### src/rtl/cmr_pkg.sv
// ----------------------------------------------------------------------------
// cmr_pkg
// shared widths, control types and helpers for the catmull-rom curve sampler
// ----------------------------------------------------------------------------
package cmr_pkg;

    localparam int COORD_W = 32;
    localparam int ACC_W   = 38;   // coefficient / horner accumulator width
    localparam int T_W     = 17;   // t in units of 2^-16, 0..65536
    localparam int SEG_W   = 6;
    localparam int PADDR_W = 3;

    localparam logic [SEG_W-1:0] SEG_RST = SEG_W'(16);
    localparam logic             REG_SEGMENT_COUNT = 1'b0;

    typedef struct packed {
        logic load;
        logic mul;
        logic add;
    } t_mac_ctl;

    function automatic logic signed [ACC_W-1:0] sext_coord(input logic [COORD_W-1:0] p);
        sext_coord = $signed({{(ACC_W-COORD_W){p[COORD_W-1]}}, p});
    endfunction

    // floor((a + 1) / 2) saturated to the signed 32-bit range
    function automatic logic [COORD_W-1:0] sat_half(input logic signed [ACC_W-1:0] a);
        logic signed [ACC_W:0] s;
        logic signed [ACC_W:0] smax;
        logic signed [ACC_W:0] smin;
        smax = $signed({{(ACC_W+1-COORD_W){1'b0}}, {1'b0, {(COORD_W-1){1'b1}}}});
        smin = ~smax;
        s = $signed({a[ACC_W-1], a}) + $signed((ACC_W+1)'(1));
        s = s >>> 1;
        if (s > smax) begin
            sat_half = smax[COORD_W-1:0];
        end else if (s < smin) begin
            sat_half = smin[COORD_W-1:0];
        end else begin
            sat_half = s[COORD_W-1:0];
        end
    endfunction

endpackage

### src/rtl/cmr_ifs.sv
// ----------------------------------------------------------------------------
// cmr_ifs
// valid/ready channels for control points and curve samples
// ----------------------------------------------------------------------------
interface cmr_point_if;
    logic        valid;
    logic        ready;
    logic [31:0] point_x;
    logic [31:0] point_y;
    logic [31:0] point_z;
    logic        start_curve;

    modport source (output valid, point_x, point_y, point_z, start_curve, input ready);
    modport sink   (input valid, point_x, point_y, point_z, start_curve, output ready);
endinterface

interface cmr_sample_if;
    logic        valid;
    logic        ready;
    logic [31:0] sample_x;
    logic [31:0] sample_y;
    logic [31:0] sample_z;
    logic        last_sample;

    modport source (output valid, sample_x, sample_y, sample_z, last_sample, input ready);
    modport sink   (input valid, sample_x, sample_y, sample_z, last_sample, output ready);
endinterface

### src/rtl/cmr_tdiv.sv
// ----------------------------------------------------------------------------
// cmr_tdiv
// serial restoring divider for 65536 / n, one quotient bit per cycle
// ----------------------------------------------------------------------------
module cmr_tdiv import cmr_pkg::*; (
    input  logic             i_clk,
    input  logic             i_rst_n,
    input  logic             i_start,
    input  logic [SEG_W-1:0] i_den,
    output logic [T_W-1:0]   o_quo,
    output logic [SEG_W-1:0] o_rem,
    output logic             o_done
);

    logic             r_busy;
    logic             r_done;
    logic [4:0]       r_idx;
    logic [SEG_W-1:0] r_den;
    logic [SEG_W-1:0] r_rem;
    logic [T_W-1:0]   r_quo;

    logic [SEG_W:0]   n_trial;
    logic             n_ge;

    // dividend is 1 << 16, so only the top bit is set
    assign n_trial = {r_rem, (r_idx == 5'(T_W-1))};
    assign n_ge    = (n_trial >= {1'b0, r_den});

    always_ff @(posedge i_clk) begin
        if (!i_rst_n) begin
            r_busy <= 1'b0;
            r_done <= 1'b0;
        end else begin
            r_done <= 1'b0;
            if (i_start) begin
                r_busy <= 1'b1;
                r_idx  <= 5'(T_W-1);
                r_den  <= i_den;
                r_rem  <= '0;
                r_quo  <= '0;
            end else if (r_busy) begin
                r_quo <= {r_quo[T_W-2:0], n_ge};
                r_rem <= n_ge ? SEG_W'(n_trial - {1'b0, r_den}) : n_trial[SEG_W-1:0];
                r_idx <= r_idx - 5'd1;
                if (r_idx == 5'd0) begin
                    r_busy <= 1'b0;
                    r_done <= 1'b1;
                end
            end
        end
    end

    assign o_quo  = r_quo;
    assign o_rem  = r_rem;
    assign o_done = r_done;

endmodule

### src/rtl/cmr_mac.sv
// ----------------------------------------------------------------------------
// cmr_mac
// shared horner step: acc = round(acc * t) + coef, multiply and add in turn
// ----------------------------------------------------------------------------
module cmr_mac import cmr_pkg::*; (
    input  logic                    i_clk,
    input  t_mac_ctl                i_ctl,
    input  logic signed [ACC_W-1:0] i_coef,
    input  logic [T_W-1:0]          i_t,
    output logic signed [ACC_W-1:0] o_acc
);

    localparam int PROD_W = ACC_W + T_W + 1;

    logic signed [ACC_W-1:0]  r_acc;
    logic signed [PROD_W-1:0] r_prod;
    logic signed [PROD_W-1:0] n_prod;
    logic signed [PROD_W-1:0] n_rnd;

    assign n_prod = r_acc * $signed({1'b0, i_t});
    // round half up, then drop the 16 fraction bits
    assign n_rnd  = (r_prod + $signed(PROD_W'(32768))) >>> 16;

    always_ff @(posedge i_clk) begin
        if (i_ctl.load) begin
            r_acc <= i_coef;
        end else if (i_ctl.add) begin
            r_acc <= n_rnd[ACC_W-1:0] + i_coef;
        end
        if (i_ctl.mul) begin
            r_prod <= n_prod;
        end
    end

    assign o_acc = r_acc;

endmodule

### src/rtl/catmull_rom_curve_points.sv
// ----------------------------------------------------------------------------
// catmull_rom_curve_points
// uniform catmull-rom segment sampler over a sliding window of 3d points
// ----------------------------------------------------------------------------
// a point that completes a window of four starts a setup phase (serial
// 65536/n divider) and then n+1 samples, each made of three axes, each three
// multiply/add steps on the one shared multiplier, plus an output state
// that waits for ready; other points only shift into the window
// synchronous active-low reset clears control state, segment_count reads 16
// ----------------------------------------------------------------------------
module catmull_rom_curve_points import cmr_pkg::*; (
    input  logic                i_clk,
    input  logic                i_rst_n,
    cmr_point_if.sink           i_pt,
    cmr_sample_if.source        o_smp,
    input  logic                psel,
    input  logic                penable,
    input  logic                pwrite,
    input  logic [PADDR_W-1:0]  paddr,
    input  logic [31:0]         pwdata,
    output logic [31:0]         prdata,
    output logic                pready
);

    typedef enum logic [2:0] {
        S_IDLE, S_PREP, S_LOAD, S_MUL, S_ADD, S_SAVE, S_EMIT
    } t_state;

    t_state                  r_state;
    logic [SEG_W-1:0]        r_seg;
    logic [1:0]              r_held;
    logic [COORD_W-1:0]      r_win [3][3];   // [axis][oldest..newest]
    logic [COORD_W-1:0]      r_new [3];
    logic signed [ACC_W-1:0] r_e   [3][4];   // [axis][e0..e3]
    logic [COORD_W-1:0]      r_smp [3];
    logic                    r_oval;
    logic [1:0]              r_cnt;
    logic [1:0]              r_ax;
    logic [1:0]              r_k;
    logic [SEG_W-1:0]        r_j;
    logic [SEG_W-1:0]        r_n;
    logic [T_W-1:0]          r_t;
    logic [SEG_W-1:0]        r_trem;
    logic [T_W-1:0]          r_qd;
    logic [SEG_W-1:0]        r_rd;

    logic                    n_acc_in;
    logic [1:0]              n_held;
    logic [SEG_W-1:0]        n_n;
    logic [1:0]              n_csel;
    logic signed [ACC_W-1:0] n_coef;
    logic signed [ACC_W-1:0] n_p0, n_p1, n_p2, n_p3, n_d12;
    logic [SEG_W:0]          n_sum;
    logic [T_W-1:0]          n_quo;
    logic [SEG_W-1:0]        n_rem;
    logic                    n_div_done;
    logic signed [ACC_W-1:0] n_acc;
    t_mac_ctl                n_ctl;
    logic [COORD_W-1:0]      n_pin [3];

    assign n_pin[0] = i_pt.point_x;
    assign n_pin[1] = i_pt.point_y;
    assign n_pin[2] = i_pt.point_z;

    assign i_pt.ready = (r_state == S_IDLE);
    assign n_acc_in   = i_pt.valid && i_pt.ready;
    assign n_held     = i_pt.start_curve ? 2'd0 : r_held;
    assign n_n        = (r_seg == '0) ? SEG_W'(1) : r_seg;

    // points of the axis picked by the prep counter
    assign n_p0  = sext_coord(r_win[r_cnt][0]);
    assign n_p1  = sext_coord(r_win[r_cnt][1]);
    assign n_p2  = sext_coord(r_win[r_cnt][2]);
    assign n_p3  = sext_coord(r_new[r_cnt]);
    assign n_d12 = n_p1 - n_p2;

    assign n_csel = (r_state == S_LOAD) ? 2'd3 : 2'(2'd2 - r_k);
    assign n_coef = r_e[r_ax][n_csel];
    assign n_sum  = {1'b0, r_trem} + {1'b0, r_rd};

    assign n_ctl.load = (r_state == S_LOAD);
    assign n_ctl.mul  = (r_state == S_MUL);
    assign n_ctl.add  = (r_state == S_ADD);

    cmr_tdiv u_tdiv (
        .i_clk   (i_clk),
        .i_rst_n (i_rst_n),
        .i_start (n_acc_in && (n_held == 2'd3)),
        .i_den   (n_n),
        .o_quo   (n_quo),
        .o_rem   (n_rem),
        .o_done  (n_div_done)
    );

    cmr_mac u_mac (
        .i_clk  (i_clk),
        .i_ctl  (n_ctl),
        .i_coef (n_coef),
        .i_t    (r_t),
        .o_acc  (n_acc)
    );

    always_ff @(posedge i_clk) begin
        if (!i_rst_n) begin
            r_state <= S_IDLE;
            r_seg   <= SEG_RST;
            r_held  <= 2'd0;
            r_oval  <= 1'b0;
        end else begin
            if (psel && penable && pwrite && (paddr[2] == REG_SEGMENT_COUNT)) begin
                r_seg <= pwdata[SEG_W-1:0];
            end
            case (r_state)
                S_IDLE: begin
                    if (n_acc_in) begin
                        for (int a = 0; a < 3; a++) begin
                            r_new[a] <= n_pin[a];
                        end
                        if (n_held == 2'd3) begin
                            r_state <= S_PREP;
                            r_held  <= 2'd3;
                            r_cnt   <= 2'd0;
                            r_n     <= n_n;
                            r_j     <= '0;
                            r_t     <= '0;
                            r_trem  <= n_n >> 1;
                        end else begin
                            for (int a = 0; a < 3; a++) begin
                                r_win[a][0] <= r_win[a][1];
                                r_win[a][1] <= r_win[a][2];
                                r_win[a][2] <= n_pin[a];
                            end
                            r_held <= n_held + 2'd1;
                        end
                    end
                end
                S_PREP: begin
                    if (r_cnt != 2'd3) begin
                        r_e[r_cnt][0] <= n_p1 <<< 1;
                        r_e[r_cnt][1] <= n_p2 - n_p0;
                        r_e[r_cnt][2] <= (n_p0 <<< 1) + (n_p2 <<< 2)
                                         - ((n_p1 <<< 2) + n_p1) - n_p3;
                        r_e[r_cnt][3] <= (n_d12 <<< 1) + n_d12 + n_p3 - n_p0;
                        r_cnt <= r_cnt + 2'd1;
                    end
                    if (n_div_done) begin
                        // coefficients are captured, the window can move on
                        for (int a = 0; a < 3; a++) begin
                            r_win[a][0] <= r_win[a][1];
                            r_win[a][1] <= r_win[a][2];
                            r_win[a][2] <= r_new[a];
                        end
                        r_qd    <= n_quo;
                        r_rd    <= n_rem;
                        r_ax    <= 2'd0;
                        r_state <= S_LOAD;
                    end
                end
                S_LOAD: begin
                    r_k     <= 2'd0;
                    r_state <= S_MUL;
                end
                S_MUL: begin
                    r_state <= S_ADD;
                end
                S_ADD: begin
                    r_k     <= r_k + 2'd1;
                    r_state <= (r_k == 2'd2) ? S_SAVE : S_MUL;
                end
                S_SAVE: begin
                    r_smp[r_ax] <= sat_half(n_acc);
                    if (r_ax == 2'd2) begin
                        r_oval  <= 1'b1;
                        r_state <= S_EMIT;
                    end else begin
                        r_ax    <= r_ax + 2'd1;
                        r_state <= S_LOAD;
                    end
                end
                S_EMIT: begin
                    if (o_smp.ready) begin
                        r_oval <= 1'b0;
                        if (r_j == r_n) begin
                            r_state <= S_IDLE;
                        end else begin
                            // t advances by 65536/n with the remainder carried
                            if (n_sum >= {1'b0, r_n}) begin
                                r_t    <= r_t + r_qd + T_W'(1);
                                r_trem <= SEG_W'(n_sum - {1'b0, r_n});
                            end else begin
                                r_t    <= r_t + r_qd;
                                r_trem <= n_sum[SEG_W-1:0];
                            end
                            r_j     <= r_j + SEG_W'(1);
                            r_ax    <= 2'd0;
                            r_state <= S_LOAD;
                        end
                    end
                end
                default: begin
                    r_state <= S_IDLE;
                end
            endcase
        end
    end

    assign o_smp.valid       = r_oval;
    assign o_smp.sample_x    = r_smp[0];
    assign o_smp.sample_y    = r_smp[1];
    assign o_smp.sample_z    = r_smp[2];
    assign o_smp.last_sample = (r_j == r_n);

    assign pready = 1'b1;
    assign prdata = (paddr[2] == REG_SEGMENT_COUNT) ? {{(32-SEG_W){1'b0}}, r_seg} : 32'd0;

    // no sample is offered while a new point can be taken
    a_ready_idle: assert property (@(posedge i_clk) disable iff (!i_rst_n)
        o_smp.valid |-> !i_pt.ready)
        else $error("point ready while a sample is pending");

    // the final sample transfer of a run frees the input
    a_last_frees: assert property (@(posedge i_clk) disable iff (!i_rst_n)
        (o_smp.valid && o_smp.ready && o_smp.last_sample) |=> i_pt.ready)
        else $error("input not ready after last sample");

    // a point that does not complete a window of four leaves the block idle
    a_short_window: assert property (@(posedge i_clk) disable iff (!i_rst_n)
        (i_pt.valid && i_pt.ready && (i_pt.start_curve || r_held != 2'd3))
        |=> (i_pt.ready && !o_smp.valid))
        else $error("segment started with fewer than four points");

endmodule
### src/flat_wrapper.sv
// flat-port wrapper written by rule: the top's interface ports become plain ports
module catmull_rom_curve_points_flat import cmr_pkg::*;
  (i_clk, i_rst_n, psel, penable, pwrite, paddr, pwdata, prdata, pready, i_pt_valid, i_pt_point_x, i_pt_point_y, i_pt_point_z, i_pt_start_curve, i_pt_ready, o_smp_valid, o_smp_sample_x, o_smp_sample_y, o_smp_sample_z, o_smp_last_sample, o_smp_ready);
  cmr_point_if i_pt_i ();
  cmr_sample_if o_smp_i ();
  input  logic i_clk;
  input  logic i_rst_n;
  input  logic psel;
  input  logic penable;
  input  logic pwrite;
  input  logic [PADDR_W-1:0] paddr;
  input  logic [31:0] pwdata;
  output logic [31:0] prdata;
  output logic pready;
  input wire logic [$bits(i_pt_i.valid)-1:0] i_pt_valid;
  input wire logic [$bits(i_pt_i.point_x)-1:0] i_pt_point_x;
  input wire logic [$bits(i_pt_i.point_y)-1:0] i_pt_point_y;
  input wire logic [$bits(i_pt_i.point_z)-1:0] i_pt_point_z;
  input wire logic [$bits(i_pt_i.start_curve)-1:0] i_pt_start_curve;
  output wire logic [$bits(i_pt_i.ready)-1:0] i_pt_ready;
  output wire logic [$bits(o_smp_i.valid)-1:0] o_smp_valid;
  output wire logic [$bits(o_smp_i.sample_x)-1:0] o_smp_sample_x;
  output wire logic [$bits(o_smp_i.sample_y)-1:0] o_smp_sample_y;
  output wire logic [$bits(o_smp_i.sample_z)-1:0] o_smp_sample_z;
  output wire logic [$bits(o_smp_i.last_sample)-1:0] o_smp_last_sample;
  input wire logic [$bits(o_smp_i.ready)-1:0] o_smp_ready;
  assign i_pt_i.valid = i_pt_valid;
  assign i_pt_i.point_x = i_pt_point_x;
  assign i_pt_i.point_y = i_pt_point_y;
  assign i_pt_i.point_z = i_pt_point_z;
  assign i_pt_i.start_curve = i_pt_start_curve;
  assign i_pt_ready = i_pt_i.ready;
  assign o_smp_valid = o_smp_i.valid;
  assign o_smp_sample_x = o_smp_i.sample_x;
  assign o_smp_sample_y = o_smp_i.sample_y;
  assign o_smp_sample_z = o_smp_i.sample_z;
  assign o_smp_last_sample = o_smp_i.last_sample;
  assign o_smp_i.ready = o_smp_ready;
  catmull_rom_curve_points u_core (.i_clk(i_clk), .i_rst_n(i_rst_n), .i_pt(i_pt_i), .o_smp(o_smp_i), .psel(psel), .penable(penable), .pwrite(pwrite), .paddr(paddr), .pwdata(pwdata), .prdata(prdata), .pready(pready));
endmodule
### config.mk
export PLATFORM = sky130hd
export DESIGN_NAME = catmull_rom_curve_points_flat
export DESIGN_NICKNAME = d
export VERILOG_FILES = /design/src/rtl/cmr_pkg.sv /design/src/rtl/cmr_ifs.sv /design/src/rtl/cmr_tdiv.sv /design/src/rtl/cmr_mac.sv /design/src/rtl/catmull_rom_curve_points.sv /design/src/flat_wrapper.sv
export SDC_FILE = /design/constraint.sdc
export NUM_CORES = 2
export LEC_CHECK = 0
export BUFFER_PORTS_ARGS = -buffer_cell sky130_fd_sc_hd__buf_2
export CAP_MARGIN = 15
export CELL_PAD_IN_SITES_DETAIL_PLACEMENT = 0
export CELL_PAD_IN_SITES_GLOBAL_PLACEMENT = 2
export CORE_MARGIN = 3
export CORE_UTILIZATION = 44
export DETAILED_ROUTE_END_ITERATION = 10
export PLACE_DENSITY_LB_ADDON = 0.1
export SYNTH_ARGS = -nofsm -noshare
export SYNTH_HDL_FRONTEND = slang
export SYNTH_SLANG_ARGS = --single-unit
export TNS_END_PERCENT = 30
### constraint.sdc
create_clock -name i_clk -period 27.1 [get_ports i_clk]
set_input_delay 2.71 -clock i_clk [delete_from_list [all_inputs] [get_ports i_clk]]
set_output_delay 2.71 -clock i_clk [all_outputs]
set_load 0.01 [all_outputs]
==> impl_table.tex <==
\begin{tabular}{lr}
\hline
Metric & Value \\
\hline
\multicolumn{2}{l}{\textbf{Floorplan}} \\
Die Wd & roughly 430 um \\
Total Die Area & 0.187 sq mm \\
Total number of placement rows & 155 \\
Core Footprint & 0.180 sq mm \\
I/O pin cnt & 271 \\
Initial standard-cell utilization of the core & 0.446 \\
Die Ht & around 430 um \\
\multicolumn{2}{l}{\textbf{Timing}} \\
Finish-stage setup viols & 0 \\
Max-Slew Margin vs Limit & 0.190 \\
Largest clock skew in the final design & approximately 0.076 ns \\
Transition time of the tightest slew-check pin & $\sim$1.2 ns \\
Final Max Tran Viols & 0 \\
Final Worst Setup Slack & 17.56 ns \\
Clock period minus final worst setup slack & 9.54 ns \\
Fin crit share & 0.352 \\
Final number of hold-violating endpoints & 0 \\
Total negative slack for setup checks & 0 ns \\
Setup repair after global routing missed its margin & no \\
F\_max & $\sim$0.10 GHz \\
\multicolumn{2}{l}{\textbf{Logic synthesis}} \\
Share of async-settable or async-resettable flops after synthesis & 0 \\
Syn avg cell area & between 10 and 15 sq um \\
Top\_reg\_cell synth & sky130\_fd\_sc\_hd\_\_edfxtp\_1 \\
Total of warnings raised by yosys & 0 \\
Proportion of synthesized chip area in sequential cells & 0.408 \\
Number of synthesized flops with an enable pin & 1078 \\
Area share of the largest cell type after synthesis & 0.404 \\
Ranking of synthesized cells by area & sky130\_fd\_sc\_hd\_\_edfxtp\_1 (40\%), sky130\_fd\_sc\_hd\_\_fa\_1 (18\%), sky130\_fd\_sc\_hd\_\_ha\_1 (6.5\%), sky130\_fd\_sc\_hd\_\_inv\_1 (5.0\%), sky130\_fd\_sc\_hd\_\_nand2\_1 (4.0\%) \\
Distinct cell type count of the synthesized netlist & 88 \\
Post-synthesis instance area & 0.0801 sq mm \\
Cells after Synth & approximately 7100 \\
Post-synth top area cell & sky130\_fd\_sc\_hd\_\_edfxtp\_1 \\
FF+latch count, synth & 1096 \\
\multicolumn{2}{l}{\textbf{Critical path}} \\
Maximum fanout along the worst path & 43 \\
Highest cell delay on the worst timing path & 0.92 ns \\
CP Capture Type & flop \\
Critical setup path kind & flop to flop \\
CP Data Arrival Time & between 10 and 15 ns \\
Slowest cell on the critical path & sky130\_fd\_sc\_hd\_\_o21ai\_0 \\
Required time of the critical path & between 20 and 30 ns \\
Critical Path Source Type & flop \\
Crit path buf inv count & 3 \\
Delay-heaviest family, CP & compound AO/OA/AOI/OAI gates \\
Critical Path Most Common Cell & sky130\_fd\_sc\_hd\_\_a21o\_1 \\
\multicolumn{2}{l}{\textbf{GRT}} \\
Pin count of the biggest net entering global routing & 202 \\
Number of global-route vias before repair & around 53000 \\
Antenna violations before repair & 4 \\
Final global-route overflow total & 0 \\
Total Routing Usage GR & 0.203 \\
Global-route wire length before repair & between 200000 and 300000 um \\
\multicolumn{2}{l}{\textbf{Clock network}} \\
Clock transition at the registers of the reported paths & around 0.060 ns \\
Gates resized, CTS repair & 0 \\
Number of buffers inserted by hold repair at cts & 0 \\
Post-CTS setup repair buffer count & 0 \\
Total number of clock tree sinks & 1096 \\
Clock buffers created by TritonCTS & 115 \\
Clock network latency to the later pin of the worst-skew pair & around 0.77 ns \\
CTS root buf & sky130\_fd\_sc\_hd\_\_clkbuf\_16 \\
TritonCTS clock tree & built \\
Worst-case clock buffer depth & 3 \\
H-tree levels & 3 \\
\multicolumn{2}{l}{\textbf{Layout}} \\
Most frequent standard cell in the layout excluding fill and tap cells & sky130\_fd\_sc\_hd\_\_edfxtp\_1 \\
Synthesis-to-finish area growth & 9.44\% \\
Area of all placed cells without fillers & $\sim$0.088 sq mm \\
Most frequent cells in the layout & sky130\_fd\_sc\_hd\_\_edfxtp\_1 (1078), sky130\_fd\_sc\_hd\_\_inv\_1 (1069), sky130\_fd\_sc\_hd\_\_nand2\_1 (851) \\
Proportion of layout cells with a drive suffix above 1 & 0.105 \\
\# fillers & 16300 \\
Post-layout util & 0.488 \\
Fin nets & 8482 \\
\multicolumn{2}{l}{\textbf{Detailed routing}} \\
Total number of vias & 49900 \\
Total DRC errors in the routed layout & 0 \\
Wirelength per Cell & 19.3 um \\
Post-DRT Antenna Nets & 0 \\
Violation count after the first detailed-route iteration & 2552 \\
Detailed-route vias per instance & 5.15 \\
Routed wire length & $\sim$190000 um \\
First-pass iteration count of the detailed router & 5 \\
\multicolumn{2}{l}{\textbf{Pwr}} \\
Maximum resistive drop on vdd & 0.0000612 V \\
Design Power & roughly 4.8 mW \\
Leakage power & 37.5 nW \\
Pwr/cell area & 54.7 mW/mm\^{}2 \\
\multicolumn{2}{l}{\textbf{Placed design}} \\
Instance area at placement & between 0.08 and 0.09 sq mm \\
Detailed placement HPWL & 137000 um \\
Setup slack after placement & 17.46 ns \\
Weighted congestion reported at the end of routability-driven placement & 0.806 \\
Number of buffers inserted by port buffering & 215 \\
\multicolumn{2}{l}{\textbf{Hold path}} \\
Min-Delay Path Class & flop to flop \\
\multicolumn{2}{l}{\textbf{Status}} \\
Outcome & finished, final reports clean \\
\multicolumn{2}{l}{\textbf{Job}} \\
Number of max-cap violations & 0 \\
\hline
\end{tabular}
==> metal layers <==
layer	vias up	global-route usage	wire, um
met2	792	0.328	86100
met4	2	0.0438	3850
met5	-	0	7
li1	24000	-	-
met1	24900	0.297	90900
met3	197	0.0233	6620
==> synth_stat cells (all sizes together), types with 9 or more instances <==
| library cell | number |
|---|---|
| o21ai | 275 |
| clkbuf | 233 |
| or2 | 14 |
| o21bai | 48 |
| inv | 1070 |
| mux2i | 143 |
| mux2 | 131 |
| xor2 | 141 |
| o31a | 9 |
| and4 | 14 |
| xnor2 | 232 |
| nand2 | 851 |
| dfxtp | 18 |
| o21a | 122 |
| nand2b | 53 |
| nor2b | 73 |
| and2 | 243 |
| nor2 | 219 |
| nand3 | 96 |
| mux4 | 99 |
| edfxtp | 1078 |
| a211oi | 29 |
| a2111oi | 9 |
| a31oi | 25 |
| nor3 | 47 |
| a21oi | 242 |
| a21o | 124 |
| fa | 702 |
| nand4 | 23 |
| ha | 414 |
| and3 | 48 |
| or3 | 17 |
| nor4 | 10 |
| o211ai | 11 |
| buf | 68 |
| o31ai | 15 |
==> logic make-up after synthesis <==
logic type | after synthesis | synth area share
buf+inv | 1371 | 0.0655
simple gates | 1736 | 0.101
xor+xnor | 373 | 0.0408
flops | 1096 | 0.408
other cells | 2 | 0.0000937
compound gates | 1002 | 0.0798
mux | 373 | 0.0641
fa+ha+maj | 1118 | 0.240
==> registers in the layout, indices dropped and copies added, names as in the netlist, 3 cells and up, named ones only <==
register and cells:
u_core.r_e 423, u_core.r_win 288, u_core.r_new 96, u_core.r_smp 96
u_core.u_mac.r_prod 39, u_core.u_mac.o_acc 38, u_core.r_qd 17, u_core.r_t 17
u_core.u_tdiv.o_quo 17, u_core.r_j 6, u_core.r_n 6, u_core.r_rd 6
u_core.r_seg 6, u_core.r_trem 6, u_core.u_tdiv.o_rem 6, u_core.u_tdiv.r_den 6
u_core.u_tdiv.r_idx 5, u_core.r_state 3
==> area by class of cell <==
type | instances | area [sq um] | area share
Sequential cell | 1096 | 32700 | 0.373
Multi-Input combinational cell | 4629 | 42300 | 0.483
Inverter | 1070 | 4020 | 0.0458
Antenna cell | 3 | 7.51 | 0.0000856
Timing Repair Buffer | 315 | 1840 | 0.0210
Clock buffer | 134 | 2970 | 0.0339
Clock inverter | 83 | 846 | 0.00964
Tap cell | 2355 | 2950 | 0.0336
==> power by group <==
group / leakage [nW] / switching [mW] / internal [mW]
logic: 25.7 / 0.737 / 0.437
clock network: 1.87 / 0.677 / 0.897
registers: 9.97 / 0.0109 / 2.04
total: 37.5 / 1.43 / 3.37
==> final timing paths <==
kind	start	to	slack (ns)	cells past startpoint
worst max-delay path	flop	u_core.r_e[2][36]$_DFFE_PP_	17.56	30
worst min-delay path	u_core.u_tdiv.o_quo[16]$_SDFFCE_PP0P_	u_core.r_qd[16]$_DFFE_PP_	0.42	0
worst max register to register	flop	u_core.r_e[2][36]$_DFFE_PP_	17.56	30
worst min register to register	u_core.u_tdiv.o_quo[16]$_SDFFCE_PP0P_	u_core.r_qd[16]$_DFFE_PP_	0.42	0
==> stage by stage <==
stage	hold slack, ns	std cells
after floorplan	0.400	7096
after global placement	0.403	9460
after detailed placement	0.405	9461
after CTS	0.418	9678
after global routing	0.423	9682
final	0.419	9685
Power figures use the tool's default switching activity.
